File: src/rtl/core/mdd_pkg.sv
`default_nettype none
package mdd_pkg;

   parameter int COORD_W   = 32;
   parameter int RADIUS_W  = 31;
   parameter int DIFF_W    = 33;   // p - c, exact
   parameter int MAG_W     = 32;   // |p - c| never reaches 2^32
   parameter int SQ_W      = 64;
   parameter int D2_W      = 65;
   parameter int RSQ_W     = 62;
   parameter int FAC_SHIFT = 60;   // 2 * factor fraction bits
   parameter int NUM_W     = RSQ_W + FAC_SHIFT;  // dividend bits, one cell each
   parameter int DIV_STEPS = NUM_W;
   parameter int SQRT_IN_W = 124;
   parameter int SQRT_STEPS = SQRT_IN_W / 2;
   parameter int ROOT_W    = SQRT_STEPS;
   parameter int SREM_W    = ROOT_W + 1;
   parameter int FACTOR_FRAC = 30;
   parameter int OFF_W     = 34;   // offset magnitude, clamped to 2^33
   parameter int CSR_IDX_W = 2;

   parameter logic [CSR_IDX_W-1:0] CSR_CENTER_X = 2'd0;
   parameter logic [CSR_IDX_W-1:0] CSR_CENTER_Y = 2'd1;
   parameter logic [CSR_IDX_W-1:0] CSR_RADIUS   = 2'd2;

   parameter logic [SQRT_IN_W-1:0] ONE_Q = SQRT_IN_W'(1) << FAC_SHIFT;

   typedef struct packed {
      logic                     valid;
      logic                     last;
      logic                     center;
      logic signed [DIFF_W-1:0] dx;
      logic signed [DIFF_W-1:0] dy;
   } side_type;

   typedef struct packed {
      logic [D2_W-1:0]  rem;
      logic [NUM_W-1:0] nq;   // dividend bits shift out, quotient bits shift in
      logic [D2_W-1:0]  d2;
   } div_type;

   typedef struct packed {
      logic [SREM_W-1:0]    rem;
      logic [SQRT_IN_W-1:0] val;
      logic [ROOT_W-1:0]    root;
   } sqrt_type;

endpackage
`default_nettype wire

File: src/rtl/core/mdd_div_cell.sv
`default_nettype none
module mdd_div_cell (
   input  wire logic              clock,
   input  wire logic              reset,
   input  wire logic              en,
   input  mdd_pkg::side_type      side_in,
   input  mdd_pkg::div_type       div_in,
   output mdd_pkg::side_type      side_out,
   output mdd_pkg::div_type       div_out
);

   mdd_pkg::side_type side_ff;
   mdd_pkg::div_type  div_ff, div_in_c;
   logic [mdd_pkg::D2_W:0] trial;
   logic [mdd_pkg::D2_W:0] diff;
   logic                   take;

   // one restoring step
   always_comb begin
      trial = {div_in.rem, div_in.nq[mdd_pkg::NUM_W-1]};
      diff  = trial - {1'b0, div_in.d2};
      take  = trial >= {1'b0, div_in.d2};
      div_in_c.rem = take ? diff[mdd_pkg::D2_W-1:0] : trial[mdd_pkg::D2_W-1:0];
      div_in_c.nq  = {div_in.nq[mdd_pkg::NUM_W-2:0], take};
      div_in_c.d2  = div_in.d2;
   end

   always_ff @(posedge clock) begin
      if (reset) begin
         side_ff <= '0;
      end else if (en) begin
         side_ff <= side_in;
      end
   end

   always_ff @(posedge clock) begin
      if (en) begin
         div_ff <= div_in_c;
      end
   end

   assign side_out = side_ff;
   assign div_out  = div_ff;

endmodule
`default_nettype wire

File: config.mk
export PLATFORM = sky130hd
export DESIGN_NAME = mdd_div_cell
export DESIGN_NICKNAME = d
export VERILOG_FILES = /design/src/rtl/core/mdd_pkg.sv /design/src/rtl/core/mdd_div_cell.sv
export SDC_FILE = /design/constraint.sdc
export NUM_CORES = 1
export LEC_CHECK = 0
export ABC_AREA = 1
export CORE_AREA = 2 2 250 252
export DETAILED_ROUTE_END_ITERATION = 12
export DIE_AREA = 0 0 252 254
export DONT_BUFFER_PORTS = 1
export HOLD_SLACK_MARGIN = 0.1
export PLACE_DENSITY = 0.44
export SKIP_CTS_REPAIR_TIMING = 1
export SLEW_MARGIN = 20
export SYNTH_ARGS = -nofsm -noshare
export SYNTH_HDL_FRONTEND = slang
export SYNTH_SLANG_ARGS = --single-unit
export TNS_END_PERCENT = 1
File: constraint.sdc
create_clock -name clock -period 1.85 [get_ports clock]
set_input_delay 0.185 -clock clock [delete_from_list [all_inputs] [get_ports clock]]
set_output_delay 0.185 -clock clock [all_outputs]
set_load 0.01 [all_outputs]
==> reports/results.tsv <==
stage	metric	value	unit
outcome	status	finished with violations	
outcome	violations	hold timing, slew limit, setup timing	
synth	synth_top_family_by_area	simple AND/OR/NAND/NOR gates	
clocking	ctsHtreeMaxLevel	2	
critical_path	slowest_stage	dlygate4sd3_1	
clocking	cts_buffer_depth	3	
routing	post_drt_wl_per_cell	20.96	um
sta	final.period_utilization	1.446	
routing	ant_nets	0	
final_layout	final_cell_mix	778 x nand2_1, 447 x dlygate4sd3_1, 369 x inv_1	
synth	synth-seq-area-share	0.5168	
synth	synth.top_cells.by_area	edfxtp_1 44%, nand2_1 18%, inv_1 8.1%, dfxtp_1 8.0%, ha_1 4.7%	
global_routing	grt_first_pass_wirelength	97950	um
critical_path	cp-startpoint	en	
synth	synth_cells	2139	
place	hpwl	58000	um
critical_path	crit_path_end	side_out[7]	
final_layout	fin_cells	3687	
critical_path	critPathRequiredTime	2280	ps
routing	avgViaCountPerCell	4.556	
floorplanning	fp.dieW	252	um
routing	routed_wl	77290	um
routing	drtIter0Drc	1300	
synth	yosys_warnings	0	
critical_path	crit_chain	nand2_1 > dlygate4sd3_1 > a21oi_1 > dlygate4sd3_1	
place	placed_cells	3169	
final_layout	drive_gt1_frac	0.1925	
routing	vias	16798	
power	cellPowerDensity	788.5	nW/um^2
critical_path	crit_path_start_kind	input port	
routing	firstDrtPassIters	6	
critical_path	cp.arrival	3110	ps
synth	synth-xor-area-share	0.01518	
synth	avgSynthCellArea	8.094	um^2
sta	finalCriticalPeriod	2674	ps
synth	ys_seq_elements	321	
routing	remaining_drc_errors	0	
critical_path	cp-end-kind	register	
worst_hold_path	min_path_type	in -> reg	
critical_path	cp_num_buf_inv	2	
global_routing	overflow	0	
global_routing	grt_usage	0.2095	
critical_path	rrSetupSlack	470	ps
synth	synthAdderAreaFrac	0.04813	
critical_path	cp.depth	4	
synth	netlist_area	17310	um^2
clocking	numCtsBuffers	36	
global_routing	antenna_found_initial	7	
synth	synth_compound_area_frac	0.03671	
synth	synth_top_area_frac	0.4371	
clocking	tritoncts	done	
floorplanning	dieArea	64010	um^2
sta	slew_viol_final	185	
clocking	clock_latency	560	ps
flow_run	drv_cap	0	
floorplanning	floorplan.initialDensity	0.2827	
sta	worst_slack	-824.5	ps
floorplanning	coreArea	61260	um^2
sta	hold_slack	-266.8	ps
floorplanning	pin_count	645	
synth	synth.mux.area_fraction	0	
place	portBuffers	0	
sta	rsz0062_at_grt	true	
clocking	cts.sinks	321	
critical_path	path_class	in -> reg	
power	p_total	0.02121	W
global_routing	grt_pass1_vias	14391	
synth	synth_cell_types	34	
critical_path	worstPathMaxFanout	322	
clocking	clk_pin_slew	60	ps
sta	fin_tns_setup	-29070	ps
critical_path	crit_top_cell	dlygate4sd3_1	
critical_path	r2r-end	side_out[67]	
synth	synth_top_area_cell	edfxtp_1	
final_layout	final_common_cell	nand2_1	
critical_path	r2r_start	side_out[67]	
sta	skew	0	ps
sta	max-slew-margin-rel	-0.2920	
sta	setup_viol	68	
floorplanning	rows	91	
final_layout	nNetsFinal	3255	
final_layout	syn_to_final_growth	55.33	%
global_routing	grt_max_degree	323	
critical_path	r2r_cells	3	
synth	syn_nets	2529	
clocking	root_buffer	clkbuf_16	
power	power_leakage	12.46	nW
sta	finalHoldViolCount	23	
floorplanning	fp.dieH	254	um
sta	worst_pin_slew	1938	ps
synth	synth-simple-area-share	0.2808	
critical_path	cpPeakStageDelay	690	ps
critical_path	critical-path-top-delay-family	buffers and inverters	
place	gp_congestion	0.9184	
sta	fmax	373.9	MHz
power	vdd_drop_max	508.5	uV
## area by class of cell
type / instances / area, um^2
repair buffers: 732 / 6736
multi-input cells: 1377 / 7521
inverters: 397 / 1509
diodes: 4 / 10.01
clock inverters: 20 / 178.9
well taps: 790 / 988.4
flip-flops and latches: 321 / 8949
fillers: 5887 / 34360
clock buffers: 46 / 1002
## power by group
part | switching [W] | internal [W] | leakage (nW)
Sequential | 0.000779 | 0.00859 | 3.03
Combinational | 0.00237 | 0.00224 | 8.86
Clock | 0.00307 | 0.00415 | 0.568
Total | 0.00622 | 0.0150 | 12.5
## through the flow
stage	area (um^2)	setup WS (ps)	hold slack (ps)	utilization
after floorplan	18060	-41.96	283.9	-
after detailed placement	21000	-650.2	260.7	0.3427
final	26890	-824.5	-266.8	0.4391
after global placement	21000	-653.5	259.1	0.3427
after CTS	22180	-70.56	-339.2	0.3620
after global routing	26890	-29.01	-299.0	0.4391
## metal layers
layer / share of wire / track usage / up-vias
li1: - / - / 8151
met1: 0.42 / 0.2637 / 7834
met2: 0.48 / 0.3495 / 658
met3: 0.066 / 0.05521 / 151
met4: 0.035 / 0.06712 / 4
met5: 0.00032 / 0 / -
## worst min-delay path by stage
stage | start | cells after the start | slack (ps) | to
after global placement | reset | 1 | 260 | side_out[15]
final | div_in[28] | 0 | -270 | div_out[28]
after global routing | div_in[28] | 0 | -300 | div_out[28]
after detailed placement | reset | 1 | 260 | side_out[21]
after floorplan | div_in[0] | 0 | 280 | div_out[0]
after CTS | reset | 1 | -340 | side_out[8]
## registers in the layout (all words and copies together), names as in the netlist
signal / cells
div_out: 252
side_out: 69
## synth_stat cells
master    count
nor4_1        6
dfxtp_1      69
buf_4        14
nand3b_1     14
o21ai_1       1
fa_1          1
a21o_1        1
nand2_2      42
buf_8         1
nand3_2       2
or2_2         1
nand2_1     810
clkinv_1      4
nand3_1     141
buf_2         3
inv_2        19
nand4_1       8
nor2_1       86
nor2_4        7
nor3_1       11
edfxtp_1    252
o21ai_0       5
nand2_4       1
o21bai_1      1
and3_1        3
clkbuf_1     23
xor2_1       30
nor2_2       20
buf_12        3
inv_1       374
nor3_2        1
and2_1        2
a21oi_1     118
ha_1         65
## logic make-up (layout without fill, tap and decap cells)
family | after synthesis | after routing
AO/OA/AOI/OAI | 126 | 126
XOR/XNOR | 30 | 30
adder cells (fa/ha/maj) | 66 | 66
buffers and inverters | 441 | 1195
flip-flops | 321 | 321
other | 0 | 4
AND/OR/NAND/NOR | 1155 | 1155
(Power assumes the default switching activity.)
