`config.mk`:
```
export PLATFORM = sky130hd
export DESIGN_NAME = mdd_sqrt_cell
export DESIGN_NICKNAME = d
export VERILOG_FILES = /design/src/rtl/core/mdd_pkg.sv /design/src/rtl/core/mdd_sqrt_cell.sv
export SDC_FILE = /design/constraint.sdc
export NUM_CORES = 1
export LEC_CHECK = 0
export ABC_CLOCK_PERIOD_IN_PS = 3400
export BUFFER_PORTS_ARGS = -buffer_cell sky130_fd_sc_hd__buf_2
export CAP_MARGIN = 40
export CORE_AREA = 10 10 237 239
export CTS_CLUSTER_SIZE = 14
export DETAILED_ROUTE_END_ITERATION = 10
export DIE_AREA = 0 0 247 249
export GPL_TIMING_DRIVEN = 1
export PLACE_DENSITY_LB_ADDON = 0.2
export SLEW_MARGIN = 10
export SYNTH_ARGS = -nofsm -noshare
export SYNTH_HDL_FRONTEND = slang
export SYNTH_SLANG_ARGS = --single-unit
```
`constraint.sdc`:
```
create_clock -name clock -period 3.4 [get_ports clock]
set_clock_uncertainty 0.1 [all_clocks]
set_input_delay 0.34 -clock clock [delete_from_list [all_inputs] [get_ports clock]]
set_output_delay 0.34 -clock clock [all_outputs]
set_load 0.005 [all_outputs]
```
`src/rtl/core/mdd_pkg.sv`:
```
`default_nettype none
package mdd_pkg;

   parameter int COORD_W   = 32;
   parameter int RADIUS_W  = 31;
   parameter int DIFF_W    = 33;   // p - c, exact
   parameter int MAG_W     = 32;   // |p - c| never reaches 2^32
   parameter int SQ_W      = 64;
   parameter int D2_W      = 65;
   parameter int RSQ_W     = 62;
   parameter int FAC_SHIFT = 60;   // 2 * factor fraction bits
   parameter int NUM_W     = RSQ_W + FAC_SHIFT;  // dividend bits, one cell each
   parameter int DIV_STEPS = NUM_W;
   parameter int SQRT_IN_W = 124;
   parameter int SQRT_STEPS = SQRT_IN_W / 2;
   parameter int ROOT_W    = SQRT_STEPS;
   parameter int SREM_W    = ROOT_W + 1;
   parameter int FACTOR_FRAC = 30;
   parameter int OFF_W     = 34;   // offset magnitude, clamped to 2^33
   parameter int CSR_IDX_W = 2;

   parameter logic [CSR_IDX_W-1:0] CSR_CENTER_X = 2'd0;
   parameter logic [CSR_IDX_W-1:0] CSR_CENTER_Y = 2'd1;
   parameter logic [CSR_IDX_W-1:0] CSR_RADIUS   = 2'd2;

   parameter logic [SQRT_IN_W-1:0] ONE_Q = SQRT_IN_W'(1) << FAC_SHIFT;

   typedef struct packed {
      logic                     valid;
      logic                     last;
      logic                     center;
      logic signed [DIFF_W-1:0] dx;
      logic signed [DIFF_W-1:0] dy;
   } side_type;

   typedef struct packed {
      logic [D2_W-1:0]  rem;
      logic [NUM_W-1:0] nq;   // dividend bits shift out, quotient bits shift in
      logic [D2_W-1:0]  d2;
   } div_type;

   typedef struct packed {
      logic [SREM_W-1:0]    rem;
      logic [SQRT_IN_W-1:0] val;
      logic [ROOT_W-1:0]    root;
   } sqrt_type;

endpackage
`default_nettype wire

```
`src/rtl/core/mdd_sqrt_cell.sv`:
```
`default_nettype none
module mdd_sqrt_cell (
   input  wire logic              clock,
   input  wire logic              reset,
   input  wire logic              en,
   input  mdd_pkg::side_type      side_in,
   input  mdd_pkg::sqrt_type      sq_in,
   output mdd_pkg::side_type      side_out,
   output mdd_pkg::sqrt_type      sq_out
);

   mdd_pkg::side_type side_ff;
   mdd_pkg::sqrt_type sq_ff, sq_in_c;
   logic [mdd_pkg::SREM_W+1:0] part;
   logic [mdd_pkg::SREM_W+1:0] trial;
   logic [mdd_pkg::SREM_W+1:0] diff;
   logic                       take;

   // one root bit per cell
   always_comb begin
      part  = {sq_in.rem, sq_in.val[mdd_pkg::SQRT_IN_W-1 -: 2]};
      trial = {1'b0, sq_in.root, 2'b01};
      diff  = part - trial;
      take  = part >= trial;
      sq_in_c.rem  = take ? diff[mdd_pkg::SREM_W-1:0] : part[mdd_pkg::SREM_W-1:0];
      sq_in_c.val  = {sq_in.val[mdd_pkg::SQRT_IN_W-3:0], 2'b00};
      sq_in_c.root = {sq_in.root[mdd_pkg::ROOT_W-2:0], take};
   end

   always_ff @(posedge clock) begin
      if (reset) begin
         side_ff <= '0;
      end else if (en) begin
         side_ff <= side_in;
      end
   end

   always_ff @(posedge clock) begin
      if (en) begin
         sq_ff <= sq_in_c;
      end
   end

   assign side_out = side_ff;
   assign sq_out   = sq_ff;

endmodule
`default_nettype wire

```
==> reports/metrics.cfg <==
[worst_setup_path]
critical_path_class = in -> reg
slowest_stage = dlygate4sd3_1
worst_setup_path_end_kind = flip-flop
worstPathArrival_ps = 3510
delay_of_the_slowest_cell_on_the_worst_path_ps = 570
worstPathMaxFanout = 8
crit_family = buffers and inverters
cp_num_buf_inv = 5
most_common_cell_type_on_the_critical_path = a311o_1
worstSetupStartpointType = input pin
crit_required_ps = 3600
worstPathCellList = dlygate4sd3_1 -> buf_2 -> inv_1 -> ha_4 -> nand2_1 -> a311o_1 -> a311o_1 -> a211oi_2 -> o211ai_1 -> and2_4 -> clkinv_8 -> clkbuf_16 -> mux2_1

[pwr]
leakagePower_nw = 11.2
powerDensity_nw_per_um2 = 466
vdd.ir_drop.worst_v = 0.000333

[floorplanning]
row_count = 83
design.die.area_sq_um = 61500
floorplan.die.height_um = 249
design.core.area_sq_um = 51200
die_w_um = 247
io-pin-count = 639
initial_core_util_pct = 29.0

[finish]
layout.cells.non_filler = 3066
finalCoreUtilization_pct = 48.2
nets = 2732
layout-drive-gt1-share_pct = 38.5
layout.cell_area.non_filler_sq_um = 24700
area.growth.synth_to_final_pct = 66.3

[clock_network]
clockRootBuffer = clkbuf_16
clock_sink_count = 316
worst_skew_pair.late_latency_ps = 550
clkSlewWorstSetupHoldPaths_ps = 50
cts_htree_levels = 2
clock_tree.buffer_depth = 3
cts_tree = yes
tritoncts.num_buffers = 39

[detailed_routing]
post_drt_via_cell_ratio = 4.63
postRouteAntennaNets = 0
drtIter0Drc = 722
route.detailed.drc = 0
per_cell_routed_wire_length_um = 21.5
detail_route.wirelength_mm = 65.9
num_vias = 14200
firstDrtPassIters = 5

[grt]
global_route_wire_length_before_repair_mm = 96.6
grt_start_max_net_pins = 68
number_of_global_route_vias_before_repair = 15100
antenna_violations_before_repair = 11
met2_usage_in_global_routing_pct = 37.1
grt_use_met1_pct = 22.8
grt_overflow_total = 0
use_met3_pct = 5.29
globalRoute.busiestLayer = met2
grt_util_all_layers_pct = 20.5

[run]
timing.max_cap.violations = 0

[yosys]
ys_dominant_reg_cell = edfxtp_1
postSynthAreaPerCell_sq_um = 11.9
synth_area_leader_cell = edfxtp_1
post_synth_num_cell_types = 70
synth.top_cell.area_share_pct = 50.0
synth.top_cells.by_area = edfxtp_1 50%, dfxtp_1 9.3%, ha_1 5.4%, mux2i_1 4.9%, nor2_1 3.1%
yosys_warnings = 0
postSynth.asyncResetShare_pct = 0
post_synth_inst_count = 1242
ys_seq_area_share_pct = 59.3
number_of_flops_mapped_to_enable_cells_by_yosys = 247
synthesis.area_sq_um = 14800
synth.ff_latch_count = 316

[placed_design]
dp_cells = 2681
post_dp_cell_area_sq_um = 20100
gp_congestion = 0.887
port_buffers = 636
dp_hpwl_mm = 51.0
pre_cts_slack_ps = -355

[sta]
post-route-period-util_pct = 97.3
fin_ws_ps = 91.8
fin_tns_setup_ps = 0
tightest_slew_ps = 613
period_minus_slack_ps = 3310
timing.final.hold_violations = 0
unrepaired_setup_endpoints_after_global_routing = true
slew_violations = 0
fmaxAchievable_ghz = 0.302
number_of_setup_violations_in_the_final_report = 0
max_slew_margin_pct = 59.2

[hold_path]
timing.hold.worst.class = in -> reg

[run_status]
status = finished clean

-- through the flow --
step           hold slack (ps)  power, W
4_1_cts                  0.309    0.0116
6_report                  17.2    0.0115
3_5_place_dp               376   0.00700
5_1_grt                   20.6    0.0120
3_3_place_gp               368   0.00698
2_1_floorplan              339   0.00571
-- layer usage --
layer	wire, um	share of wire (%)	vias to the layer above
met4	1620	2.5	6
li1	-	-	6778
met5	37	0.056	-
met3	4850	7.4	86
met1	25000	38	6812
met2	34400	52	516
-- cell usage in the layout, fill, tap and decap left out, drive strengths merged, types with 12 or more instances in the layout --
cell / netlist / routed
buf: 16 / 817
dlygate4sd3: 0 / 296
edfxtp: 247 / 247
nor2: 123 / 123
inv: 87 / 87
mux2i: 73 / 73
nand2: 73 / 73
dfxtp: 69 / 69
a21oi: 68 / 68
ha: 64 / 64
o21ai: 60 / 60
clkbuf: 38 / 59
mux2: 42 / 42
xnor2: 39 / 39
a21o: 28 / 28
nand3: 26 / 26
nand4: 18 / 18
nor3: 14 / 14
xor2: 14 / 14
o21bai: 13 / 13
o21a: 12 / 12
and3: 12 / 12
-- repair_timing --
| item | 4_1_cts | 5_1_grt |
|---|---|---|
| setup buffers | 0 | 6 |
| resized for setup | 0 | 32 |
| hold buffers | 297 | 0 |
| endpoints found under the setup margin | 0 | 63 |
| endpoints found under the hold margin | 297 | 0 |
-- synthesized netlist by cell type, types with 2 or more instances --
library cell / instances
a2111oi_0: 2
a211o_1: 3
a211oi_1: 7
a21boi_0: 2
a21o_1: 28
a21oi_1: 68
a221o_1: 2
a311o_1: 3
a311oi_1: 4
a31oi_1: 11
a41o_1: 2
and2_1: 4
and3_1: 12
and4_1: 3
buf_1: 8
buf_4: 2
buf_6: 5
clkbuf_1: 38
dfxtp_1: 69
edfxtp_1: 247
ha_1: 64
inv_1: 86
mux2_1: 36
mux2_2: 6
mux2i_1: 73
nand2_1: 73
nand2b_1: 5
nand3_1: 26
nand4_1: 18
nor2_1: 123
nor2b_1: 5
nor3_1: 14
nor4_1: 2
o2111ai_1: 2
o211ai_1: 11
o21a_1: 12
o21ai_0: 50
o21ai_1: 10
o21bai_1: 13
o221ai_1: 2
o31a_1: 3
o31ai_1: 7
or3_1: 3
xnor2_1: 39
xor2_1: 14
-- kinds of logic (layout without fill, tap and decap cells) --
family	count (synthesis)	count (layout)	share of synthesized area [%]
AOI/OAI and AO/OA	257	257	11.2
xor gates and xnor gates	53	53	3.13
adders and majority gates	64	64	5.40
buffers and inverters	141	1275	3.90
DFF	316	316	59.3
muxes	115	115	8.11
other	1	11	0.0253
and+or+nand+nor	295	295	8.92
-- power by group --
group	internal, W	switching, W	leakage (nW)	total [W]
Combinational	0.00130	0.00128	7.63	0.00258
Clock	0.00254	0.00169	0.623	0.00423
Sequential	0.00458	0.000107	2.99	0.00469
Total	0.00842	0.00308	11.2	0.0115
-- worst paths after layout --
| path | start | depth (start not counted) | slack, ps | to |
|---|---|---|---|---|
| max | sq_in[11] | 13 | 90 | sq_out[222] |
| min | sq_in[17] | 1 | 20 | sq_out[18] |
| max reg2reg | side_out[53] | 2 | 2570 | side_out[53] |
| min reg2reg | side_out[28] | 2 | 390 | side_out[28] |
-- cell type report --
cell class / count / area [sq um]
clock buffer: 56 / 1080
clock inverter: 15 / 215
antenna: 9 / 22.5
fill: 4686 / 26500
timing repair buffer: 1117 / 7710
sequential: 316 / 8800
tap: 680 / 851
inverter: 87 / 339
multi-input combinational: 786 / 5650
-- sequential cells by signal (all words and copies together), names as in the netlist --
| register | flops |
|---|---|
| sq_out | 247 |
| side_out | 69 |
Power figures use the tool's default switching activity.
